--- src/rtl/core/bpc_pkg.sv ---
// ----------------------------------------------------------------------------
// bpc_pkg: shared types and constants of the button press classifier
// Register indexes, reset values of the timing registers and the structs
// that carry configuration and events between the core and the top level.
// ----------------------------------------------------------------------------
package bpc_pkg;

  // Default timestamp width
  localparam int TIME_BITS_DEF = 48;

  // Widths of the configuration registers
  localparam int CFG_TIME_W  = 24;
  localparam int CFG_COUNT_W = 8;
  localparam int CFG_DATA_W  = 24;
  localparam int CFG_IDX_W   = 3;

  // Width of the repeat counter
  localparam int REP_CNT_W = 8;

  // Register reset values
  localparam logic [CFG_TIME_W-1:0]  DEBOUNCE_RST    = 24'd30000;
  localparam logic [CFG_TIME_W-1:0]  LONG_PRESS_RST  = 24'd500000;
  localparam logic [CFG_TIME_W-1:0]  REPEAT_LEAD_RST = 24'd300000;
  localparam logic [CFG_TIME_W-1:0]  REPEAT_SLOW_RST = 24'd150000;
  localparam logic [CFG_TIME_W-1:0]  REPEAT_FAST_RST = 24'd60000;
  localparam logic [CFG_COUNT_W-1:0] ACCEL_AFTER_RST = 8'd5;

  // Register indexes
  typedef enum logic [CFG_IDX_W-1:0] {
    REG_DEBOUNCE    = 3'd0,
    REG_LONG_PRESS  = 3'd1,
    REG_REPEAT_LEAD = 3'd2,
    REG_REPEAT_SLOW = 3'd3,
    REG_REPEAT_FAST = 3'd4,
    REG_ACCEL_AFTER = 3'd5
  } bpc_reg_idx_t;

  // Current register values
  typedef struct packed {
    logic [CFG_TIME_W-1:0]  debounce_time;
    logic [CFG_TIME_W-1:0]  long_press_time;
    logic [CFG_TIME_W-1:0]  repeat_lead_time;
    logic [CFG_TIME_W-1:0]  repeat_slow_period;
    logic [CFG_TIME_W-1:0]  repeat_fast_period;
    logic [CFG_COUNT_W-1:0] accel_after_count;
  } bpc_cfg_t;

  // Events of one poll
  typedef struct packed {
    logic short_ev;
    logic long_ev;
    logic repeat_ev;
  } bpc_event_t;

endpackage

--- src/rtl/core/button_press_classifier.sv ---
// ----------------------------------------------------------------------------
// button_press_classifier: debounced short, long and auto-repeat presses
// Classifies a stream of button polls into short, long and repeat events.
// ----------------------------------------------------------------------------
// Usage:
//   in_*   : one request per poll. tdata from bit 0: time_us (TIME_BITS),
//            pressed_raw, cancel, zero padding to whole bytes.
//   out_*  : exactly one result per poll. tdata from bit 0: short_event,
//            long_event, repeat_event, zero padding.
//   cfg_*  : register writes on any edge with cfg_wr_en high; indexes above five
//            are ignored. The user writes only with no poll in flight; unchecked.
// Throughput: one poll per cycle while out_tready stays high. The poll is
//   captured in an input register, classified in one pass against the state
//   registers and written to the result register, which drives out_tvalid.
// Stall: with out_tready low the result register holds; the input
//   register still takes one more poll, then in_tready drops.
// Reset: all press state clears and the registers return to their
//   default timings at once; no clearing pass.
// ----------------------------------------------------------------------------
module button_press_classifier #(
  parameter int  TIME_BITS = bpc_pkg::TIME_BITS_DEF,
  localparam int IN_DATA_W = ((TIME_BITS + 2 + 7) / 8) * 8
) (
  input  logic                          clk,
  input  logic                          rst_n,
  // poll requests
  input  logic                          in_tvalid,
  output logic                          in_tready,
  input  logic [IN_DATA_W-1:0]          in_tdata,   // time_us, pressed_raw, cancel
  // results
  output logic                          out_tvalid,
  input  logic                          out_tready,
  output logic [7:0]                    out_tdata,  // short, long, repeat event
  // configuration writes
  input  logic                          cfg_wr_en,
  input  logic [bpc_pkg::CFG_IDX_W-1:0] cfg_index,
  input  logic [bpc_pkg::CFG_DATA_W-1:0] cfg_wdata
);
  import bpc_pkg::*;

  bpc_cfg_t             cfg_r;
  logic                 in_valid_r;
  logic [TIME_BITS-1:0] in_time_r;
  logic                 in_level_r;
  logic                 in_cancel_r;
  logic                 out_valid_r;
  bpc_event_t           out_ev_r;
  bpc_event_t           step_ev;
  logic                 long_done;
  logic                 advance;
  logic                 step_en;

  // Move the pipeline when the result register is free or being taken
  assign advance   = !out_valid_r || out_tready;
  assign step_en   = in_valid_r && advance;
  assign in_tready = !in_valid_r || advance;

  // Register writes
  always_ff @(posedge clk) begin
    if (!rst_n) begin
      cfg_r.debounce_time      <= DEBOUNCE_RST;
      cfg_r.long_press_time    <= LONG_PRESS_RST;
      cfg_r.repeat_lead_time   <= REPEAT_LEAD_RST;
      cfg_r.repeat_slow_period <= REPEAT_SLOW_RST;
      cfg_r.repeat_fast_period <= REPEAT_FAST_RST;
      cfg_r.accel_after_count  <= ACCEL_AFTER_RST;
    end else if (cfg_wr_en) begin
      case (cfg_index)
        REG_DEBOUNCE:    cfg_r.debounce_time      <= cfg_wdata;
        REG_LONG_PRESS:  cfg_r.long_press_time    <= cfg_wdata;
        REG_REPEAT_LEAD: cfg_r.repeat_lead_time   <= cfg_wdata;
        REG_REPEAT_SLOW: cfg_r.repeat_slow_period <= cfg_wdata;
        REG_REPEAT_FAST: cfg_r.repeat_fast_period <= cfg_wdata;
        REG_ACCEL_AFTER: cfg_r.accel_after_count  <= cfg_wdata[CFG_COUNT_W-1:0];
        default: ;
      endcase
    end
  end

  // Input register: valid flag
  always_ff @(posedge clk) begin
    if (!rst_n) begin
      in_valid_r <= 1'b0;
    end else if (in_tready) begin
      in_valid_r <= in_tvalid;
    end
  end

  // Input register: poll fields
  always_ff @(posedge clk) begin
    if (in_tvalid && in_tready) begin
      in_time_r   <= in_tdata[TIME_BITS-1:0];
      in_level_r  <= in_tdata[TIME_BITS];
      in_cancel_r <= in_tdata[TIME_BITS+1];
    end
  end

  // Classify one poll against the press state
  bpc_engine #(
    .TIME_BITS (TIME_BITS)
  ) u_engine (
    .clk       (clk),
    .rst_n     (rst_n),
    .step_en   (step_en),
    .now       (in_time_r),
    .level     (in_level_r),
    .cancel    (in_cancel_r),
    .cfg       (cfg_r),
    .ev        (step_ev),
    .long_done (long_done)
  );

  // Result register: valid flag
  always_ff @(posedge clk) begin
    if (!rst_n) begin
      out_valid_r <= 1'b0;
    end else if (advance) begin
      out_valid_r <= in_valid_r;
    end
  end

  // Result register: events
  always_ff @(posedge clk) begin
    if (step_en) begin
      out_ev_r <= step_ev;
    end
  end

  assign out_tvalid = out_valid_r;
  assign out_tdata  = {5'b0, out_ev_r.repeat_ev, out_ev_r.long_ev, out_ev_r.short_ev};

  // At most one event per poll
  a_one_event: assert property (@(posedge clk) disable iff (!rst_n)
    out_tvalid |-> $onehot0(out_tdata[2:0]))
    else $error("more than one event in one result");

  // A cancelled poll gives no event
  a_cancel_quiet: assert property (@(posedge clk) disable iff (!rst_n)
    (step_en && in_cancel_r) |=> (out_tvalid && out_tdata[2:0] == 3'b000))
    else $error("cancelled poll produced an event");

  // A long event leaves the press marked as long
  a_long_marks: assert property (@(posedge clk) disable iff (!rst_n)
    (step_en && step_ev.long_ev) |=> long_done)
    else $error("long event without long state");

  // Input stalls only with both registers full
  a_stall_full: assert property (@(posedge clk) disable iff (!rst_n)
    !in_tready |-> (in_valid_r && out_valid_r))
    else $error("input stalled with a free stage");

endmodule

--- src/rtl/core/bpc_engine.sv ---
// ----------------------------------------------------------------------------
// bpc_engine: debounce and press classification state
// Holds the debounce and hold state and, for each poll step, works out the
// next state and the event of that poll in one pass of logic.
// ----------------------------------------------------------------------------
module bpc_engine #(
  parameter int TIME_BITS = bpc_pkg::TIME_BITS_DEF
) (
  input  logic                 clk,
  input  logic                 rst_n,
  input  logic                 step_en,
  input  logic [TIME_BITS-1:0] now,
  input  logic                 level,
  input  logic                 cancel,
  input  bpc_pkg::bpc_cfg_t    cfg,
  output bpc_pkg::bpc_event_t  ev,
  output logic                 long_done
);
  import bpc_pkg::*;

  localparam int EXT_W = TIME_BITS - CFG_TIME_W;

  logic                 level_seen_r, level_seen_nxt;
  logic [TIME_BITS-1:0] level_change_r, level_change_nxt;
  logic                 held_r, held_nxt;
  logic [TIME_BITS-1:0] hold_start_r, hold_start_nxt;
  logic                 long_done_r, long_done_nxt;
  logic [REP_CNT_W-1:0] rep_cnt_r, rep_cnt_nxt;
  logic [TIME_BITS-1:0] next_rep_r, next_rep_nxt;

  logic [TIME_BITS-1:0] change_eff;
  logic [TIME_BITS-1:0] settle_el;
  logic [TIME_BITS-1:0] hold_el;
  logic [TIME_BITS-1:0] rep_delta;
  logic                 settled;
  logic                 long_hit;
  logic                 rep_due;
  logic [REP_CNT_W-1:0] cnt_inc;
  logic [CFG_TIME_W-1:0] period;

  // Elapsed times; level change restarts the settle window now
  assign change_eff = (level != level_seen_r) ? now : level_change_r;
  assign settle_el  = now - change_eff;
  assign hold_el    = now - hold_start_r;
  assign rep_delta  = now - next_rep_r;
  assign settled    = settle_el >= {{EXT_W{1'b0}}, cfg.debounce_time};
  assign long_hit   = hold_el >= {{EXT_W{1'b0}}, cfg.long_press_time};
  // Deadline reached when the wrapped difference is in the lower half
  assign rep_due    = ~rep_delta[TIME_BITS-1];

  // Saturating repeat count and period choice on the updated count
  assign cnt_inc = (rep_cnt_r == {REP_CNT_W{1'b1}}) ? rep_cnt_r
                                                    : rep_cnt_r + 1'b1;
  assign period  = (cnt_inc >= cfg.accel_after_count) ? cfg.repeat_fast_period
                                                      : cfg.repeat_slow_period;

  // Next state and event of this poll
  always_comb begin
    level_seen_nxt   = level_seen_r;
    level_change_nxt = level_change_r;
    held_nxt         = held_r;
    hold_start_nxt   = hold_start_r;
    long_done_nxt    = long_done_r;
    rep_cnt_nxt      = rep_cnt_r;
    next_rep_nxt     = next_rep_r;
    ev               = '0;
    if (cancel) begin
      level_seen_nxt   = 1'b0;
      level_change_nxt = '0;
      held_nxt         = 1'b0;
      hold_start_nxt   = '0;
      long_done_nxt    = 1'b0;
      rep_cnt_nxt      = '0;
      next_rep_nxt     = '0;
    end else begin
      level_seen_nxt   = level;
      level_change_nxt = change_eff;
      if (settled) begin
        if (level && !held_r) begin
          held_nxt       = 1'b1;
          hold_start_nxt = now;
          long_done_nxt  = 1'b0;
          rep_cnt_nxt    = '0;
        end else if (level && !long_done_r && long_hit) begin
          long_done_nxt = 1'b1;
          ev.long_ev    = 1'b1;
          next_rep_nxt  = now + {{EXT_W{1'b0}}, cfg.repeat_lead_time};
        end else if (level && long_done_r && rep_due) begin
          ev.repeat_ev = 1'b1;
          rep_cnt_nxt  = cnt_inc;
          next_rep_nxt = now + {{EXT_W{1'b0}}, period};
        end else if (!level && held_r) begin
          held_nxt    = 1'b0;
          ev.short_ev = !long_done_r;
        end
      end
    end
  end

  // Hold state; advance on each poll step
  always_ff @(posedge clk) begin
    if (!rst_n) begin
      level_seen_r   <= 1'b0;
      level_change_r <= '0;
      held_r         <= 1'b0;
      hold_start_r   <= '0;
      long_done_r    <= 1'b0;
      rep_cnt_r      <= '0;
      next_rep_r     <= '0;
    end else if (step_en) begin
      level_seen_r   <= level_seen_nxt;
      level_change_r <= level_change_nxt;
      held_r         <= held_nxt;
      hold_start_r   <= hold_start_nxt;
      long_done_r    <= long_done_nxt;
      rep_cnt_r      <= rep_cnt_nxt;
      next_rep_r     <= next_rep_nxt;
    end
  end

  assign long_done = long_done_r;

endmodule
--- config.mk ---
export PLATFORM = sky130hd
export DESIGN_NAME = button_press_classifier
export DESIGN_NICKNAME = d
export VERILOG_FILES = /design/src/rtl/core/bpc_pkg.sv /design/src/rtl/core/button_press_classifier.sv /design/src/rtl/core/bpc_engine.sv
export SDC_FILE = /design/constraint.sdc
export NUM_CORES = 1
export LEC_CHECK = 0
export BUFFER_PORTS_ARGS = -buffer_cell sky130_fd_sc_hd__buf_2
export CAP_MARGIN = 15
export CORE_ASPECT_RATIO = 0.6
export CORE_MARGIN = 2
export CORE_UTILIZATION = 57
export CTS_CLUSTER_DIAMETER = 150
export DETAILED_ROUTE_END_ITERATION = 7
export PLACE_DENSITY_LB_ADDON = 0.12
export SYNTH_ARGS = -nofsm -noshare
export SYNTH_HDL_FRONTEND = slang
export SYNTH_SLANG_ARGS = --single-unit
--- constraint.sdc ---
create_clock -name clk -period 6.89 [get_ports clk]
set_input_delay 1.0335 -clock clk [delete_from_list [all_inputs] [get_ports clk]]
set_output_delay 1.0335 -clock clk [all_outputs]
set_load 0.01 [all_outputs]
==> results of run 1 <==
-- stage by stage --
| stage | cell area, um^2 | worst slack [ns] | total power, W |
|---|---|---|---|
| global route | 28800 | -1.05 | 0.00604 |
| detailed placement | 25900 | -1.11 | 0.00358 |
| CTS | 27900 | -0.601 | 0.00568 |
| global placement | 25900 | -0.773 | 0.00355 |
| finish | 28800 | -0.733 | 0.00583 |
| floorplan | 23200 | -0.106 | 0.00305 |
-- cell usage in the layout (no fill, tap or decap), types with 39 or more instances in the layout --
cell and instances:
clkbuf_16 39, or3_1 58, a21o_1 80, edfxtp_1 53, nand2_1 439, xnor2_1 39, o21ai_0 100, buf_4 304
mux2i_1 73, nor2_1 100, dfxtp_1 284, a22o_1 48, nand4_1 53, inv_1 184, nand3_1 73, ha_1 198
a21oi_1 289, buf_2 87, xor2_1 50
-- layout make-up --
cell class / instances / area share
flip-flops and latches: 338 / 0.254
well taps: 531 / 0.0231
inverters: 189 / 0.0247
repair buffers: 423 / 0.113
clock inverters: 23 / 0.00909
multi-input cells: 2173 / 0.542
clock buffers: 41 / 0.0334
diodes: 11 / 0.000957
-- power breakdown --
part           switching, W  internal, W  leakage, nW  total (W)
Combinational      0.000976     0.000696         8.35    0.00167
Sequential        0.0000428      0.00206         2.82    0.00210
Clock              0.000896      0.00117        0.601    0.00206
-- flip-flops by register name (all words and copies together) (netlist names), 3 cells and up --
| name | cells |
|---|---|
| cfg_r | 128 |
| in_time_r | 48 |
| u_engine.hold_start_r | 48 |
| u_engine.level_change_r | 48 |
| u_engine.next_rep_r | 48 |
| u_engine.rep_cnt_r | 8 |
| out_tdata | 3 |
-- kinds of logic (layout without fill, tap and decap cells) --
| family | count (synthesis) | in the layout | synth area share |
|---|---|---|---|
| other | 1 | 16 | 0.000162 |
| adders and majority gates | 227 | 227 | 0.124 |
| buffers and inverters | 336 | 676 | 0.0598 |
| AOI/OAI and AO/OA | 827 | 828 | 0.236 |
| and+or+nand+nor | 922 | 922 | 0.187 |
| muxes | 81 | 81 | 0.0354 |
| xor gates and xnor gates | 110 | 110 | 0.0417 |
| DFF | 338 | 338 | 0.316 |
-- metal layers --
metal / global-route usage / vias to the layer above
met1: 0.597 / 11200
met5: 0.0259 / -
met3: 0.107 / 132
met2: 0.509 / 1300
li1: - / 10800
met4: 0.0868 / 6
-- worst max-delay path: cells and delay by family, from the launching register on --
kind            cells  cell delay, ns
compound gates     22            3.51
xor+xnor            2            0.36
fa+ha+maj           4            1.00
buf+inv             7            1.04
flops               1            0.40
simple gates        9            1.21
-- final timing paths --
check	endpoint	startpoint	slack, ns	cells past startpoint
setup / recovery	u_engine.next_rep_r[42]	in_time_r[0]	-0.73	44
hold / removal	u_engine.level_change_r[15]	u_engine.level_change_r[15]	0.45	2
setup reg to reg	u_engine.next_rep_r[42]	in_time_r[0]	-0.73	44
hold reg to reg	u_engine.level_change_r[15]	u_engine.level_change_r[15]	0.45	2
-- what timing repair did --
action	CTS	global route
pin swaps	76	73
gates resized for setup	110	124
buffers inserted	32	20
cloned	5	3
setup endpoints to repair	104	106
endpoints found under the hold margin	0	0
==> summary.md, run 1 <==
| Metric | Value |
|---|---|
| Final Non-Filler Cells | around 3700 |
| Worst VDD drop | between 0.15 and 0.2 mV |
| Post-route ant nets | 0 |
| CTS hold repair buffers | 0 |
| Outcome | finished, violations left |
| Met1 WL | 38800 um |
| Setup TNS after final layout | -17.18 ns |
| Initial antenna violation count | 11 |
| Share of the synthesized area in the top cell type | 0.247 |
| CP Class | flip-flop to flip-flop |
| EDFF count, synth | 53 |
| Drt via density | 6.30 |
| HPWL after DPL | approximately 62000 um |
| CTS buffer count | 35 |
| Slowest CP cell | edfxtp_1 |
| Nets | about 3500 |
| Ys Warns | 0 |
| Clock Path Buffers | 3 |
| Die height | 160 um |
| Vias | ~24000 |
| Met2 routed WL | roughly 33000 um |
| Die X | 264 um |
| Core box area | 0.0402 mm^2 |
| Synth Flop Type | dfxtp_1 |
| Synth async-reset ratio | 0 |
| Storage cell area | ~0.0073 mm^2 |
| Post-Syn Area per Cell | just over 8 um^2 |
| # H-tree levels | 2 |
| Failing checks | DRC, setup timing |
| Leak | approximately 12 nW |
| Ratio of cells with drive above 1 in the final layout | 0.221 |
| Setup-failing EPs final | 33 |
| DRT iter0 DRCs | between 3000 and 4000 |
| Worst Tran Pin Value | 1.29 ns |
| Crit path DAT | ~8 ns |
| Most frequent CP cell | a21o_1 |
| Max-slew violation count | 0 |
| Max Used Layer | met5 |
| CTS tree | yes |
| Synth Instances | roughly 2800 |
| Final global-route overflow total | 0 |
| Total global-route track usage | 0.383 |
| Top cells by area, synth | dfxtp_1, ha_1, nand2_1 |
| Total Routed Length | 85400 um |
| DR DRC count | 2 |
| Die area | approximately 0.042 mm^2 |
| Layout Skew | 0.0195 ns |
| Startpoint types | flip-flop |
| Multi-input combinational cell area | ~0.016 mm^2 |
| Pwr Density | 203 mW/mm^2 |
| Final hold violations | 0 |
| Final core utilization | 0.715 |
| Synth Register Bits | roughly 340 |
| Slew margin rel. | 0.140 |
| Final Worst Setup Slack | -0.733 ns |
| Yosys cell types | just under 90 |
| Starting Density | 0.574 |
| Sequential fraction of the synthesis area | 0.316 |
| Unrepaired setup endpoints after global routing | true |
| Crit-path max FO | 13 |
| First-pass GRT wire length | about 130000 um |
| Final Wtd Congestion | 1.02 |
| Dpl cells | around 3600 |
| Most common cell in the synthesized netlist | nand2_1 |
| DR WL met3 | between 10000 and 15000 um |
| Synth area leader | dfxtp_1 |
| Hold Worst Slack | approximately 0.45 ns |
| Clock Pin Slew Worst Setup and Hold Paths | approximately 0.070 ns |
| Worst Hold Class | flip-flop to flip-flop |
| Maxcap violations | 0 |
| Worst setup EP type | flip-flop |
| Number of top-level pins | 98 |
| Vias in the first global route | 21300 |
| IO Port Bufs | 86 |
| Drt pass-1 iters | 8 |
| Worst path max stage delay | 0.40 ns |
| Max Clock Freq | approximately 130 MHz |
| Area of the mapped netlist | 0.0231 mm^2 |
| WL per Instance | about 23 um |
| Placement row count | 57 |
| Largest net degree at the start of global routing | between 90 and 100 |
| CP required | about 7.3 ns |
| Fin crit period | about 7.6 ns |
| Clock Latency Late Sink | 0.55 ns |
| Filler Cells Inserted | about 3100 |
| Clk sinks | around 340 |
| Post-synth top cells | nand2_1, a21oi_1, dfxtp_1, ha_1, inv_1 |
| Area grow syn2layout | 24.6% |
| Clock root buffer | clkbuf_16 |
| Crit share post-route | 1.11 |
No activity file was read; power rests on OpenSTA's default activity.
==> inputs of run 2 (changes only) <==
Settings changed: CORE_UTILIZATION 57 to 25, REMOVE_ABC_BUFFERS from default to 1.
==> summary.md, run 2 (synthesized netlist as in run 1, its figures left out) <==
| Metric | Value |
|---|---|
| Outcome | finished, violations left |
| Failing checks | setup timing |
| Crit path DAT | roughly 8 ns |
| Final Worst Setup Slack | -0.622 ns |
| Starting Density | 0.252 |
| Nets | around 3600 |
| Final hold violations | 0 |
| Slew margin rel. | 0.248 |
| Die height | roughly 240 um |
| Die area | between 0.09 and 0.1 mm^2 |
| CP Class | flip-flop to flip-flop |
| Largest net degree at the start of global routing | 69 |
| Clock Latency Late Sink | 0.63 ns |
| Layout Skew | 0.0560 ns |
| Maxcap violations | 0 |
| Setup-failing EPs final | slightly below 80 |
| Combinational share of power | 0.284 |
| Worst VDD drop | ~0.17 mV |
| Placement row count | 86 |
| Total global-route track usage | 0.200 |
| Startpoint types | flip-flop |
| HPWL after DPL | approximately 77000 um |
| Switching share of power | 0.331 |
| Dpl cells | around 4400 |
| IO Port Bufs | 86 |
| CTS tree | yes |
| DR DRC count | 0 |
| Vias in the first global route | 21300 |
| Worst Tran Pin Value | 1.13 ns |
| Drt pass-1 iters | 5 |
| CP required | roughly 7.4 ns |
| Post-route ant nets | 0 |
| Sequential power share | 0.331 |
| Net Switching | ~0.0021 W |
| Most frequent cells in the layout | nand2_1, buf_4, a21oi_1 |
| Clock root buffer | clkbuf_16 |
| Final Wtd Congestion | around 0.9 |
| Max reg flops | between 100 and 150 |
| Max Clock Freq | 133 MHz |
| Pwr Density | between 200 and 250 mW/mm^2 |
| Total Routed Length | 97900 um |
| Crit-path max FO | 6 |
| # H-tree levels | 2 |
| Worst setup EP type | flip-flop |
| Worst Hold Class | flip-flop to flip-flop |
| Area grow syn2layout | 33.3% |
| WL per Instance | around 22 um |
| Final Non-Filler Cells | around 4500 |
| Initial antenna violation count | 8 |
| Die X | 396 um |
| Number of top-level pins | 98 |
| CTS buffer count | between 40 and 50 |
| Vias | 22600 |
| Ratio of cells with drive above 1 in the final layout | 0.247 |
| Slowest CP cell | a311oi_4 |
| P_int | roughly 0.0043 W |
| Drt via density | 5.01 |
| Commonest non-fill, non-tap cell in the layout | nand2_1 |
| Clock Path Buffers | 3 |
| Clk sinks | approximately 340 |
| Setup TNS after final layout | -18.30 ns |
| Core box area | slightly above 0.09 mm^2 |
| Final global-route overflow total | 0 |
| DRT iter0 DRCs | about 1500 |
| Clock Pin Slew Worst Setup and Hold Paths | around 0.06 ns |
| Fin crit period | between 7 and 8 ns |
| First-pass GRT wire length | 142000 um |
| Unrepaired setup endpoints after global routing | true |
| Crit share post-route | 1.09 |
| Worst path max stage delay | approximately 0.60 ns |
| Pre-CTS setup slack | -1.54 ns |
| Leak | 12.3 nW |
| Clk pwr share | 0.386 |
| Max-slew violation count | 0 |
| Largest Register | cfg_r |
[run 2: critical path, delay by kind of cell (launching register included)]
family | cells | cell delay, ns
and+or+nand+nor | 12 | 1.76
xor gates and xnor gates | 2 | 0.35
adders and majority gates | 3 | 0.90
buffers and inverters | 4 | 0.69
AOI/OAI and AO/OA | 19 | 3.27
DFF | 1 | 0.43
[run 2: layer usage]
| layer | up-vias | GRT usage | part of all wire |
|---|---|---|---|
| li1 | 11000 | - | - |
| met1 | 11000 | 0.342 | 0.57 |
| met2 | 526 | 0.254 | 0.36 |
| met3 | 82 | 0.0237 | 0.052 |
| met4 | 0 | 0.0318 | 0.016 |
| met5 | - | 0 | 0 |
[run 2: stage by stage]
| stage | util | cell area (um^2) | power, W | hold WS (ns) |
|---|---|---|---|---|
| detailed placement | 0.300 | 27500 | 0.00372 | 0.442 |
| CTS | 0.324 | 29700 | 0.00629 | 0.451 |
| global placement | 0.300 | 27500 | 0.00371 | 0.437 |
| finish | 0.336 | 30800 | 0.00636 | 0.450 |
| global route | 0.336 | 30800 | 0.00665 | 0.466 |
| floorplan | - | 22400 | 0.00302 | 0.431 |
[run 2: area by class of cell]
| type | count | area (um^2) |
|---|---|---|
| Inverter | 189 | 712 |
| Sequential cell | 338 | 7300 |
| Clock buffer | 50 | 1110 |
| Fill cell | 9611 | 60900 |
| Multi-Input combinational cell | 2173 | 15600 |
| Timing Repair Buffer | 511 | 4120 |
| Tap cell | 1232 | 1540 |
| Clock inverter | 28 | 375 |
| Antenna cell | 1 | 2.50 |
[run 2: path summary, 6_finish.rpt]
check                                    from                           to  slack [ns]  cells after the start
setup / recovery                 in_time_r[6]      u_engine.next_rep_r[47]       -0.62                     40
hold / removal    u_engine.level_change_r[15]  u_engine.level_change_r[15]        0.45                      2
setup reg to reg                 in_time_r[6]      u_engine.next_rep_r[47]       -0.62                     40
hold reg to reg   u_engine.level_change_r[15]  u_engine.level_change_r[15]        0.45                      2
[run 2: repair_timing]
action	4_1_cts	5_1_grt
buffers inserted	24	23
gates cloned	8	4
hold buffers	0	0
endpoints found under the setup margin	106	106
pin swaps	72	78
gates resized for setup	124	167
[run 2: power by group through the flow]
stage | logic, W | registers, W | clock network [W]
after floorplan | 0.000878 | 0.00214 | 0
after global placement | 0.00157 | 0.00214 | 0
after detailed placement | 0.00158 | 0.00214 | 0
after CTS | 0.00167 | 0.00210 | 0.00252
after global routing | 0.00195 | 0.00211 | 0.00260
final | 0.00180 | 0.00210 | 0.00245
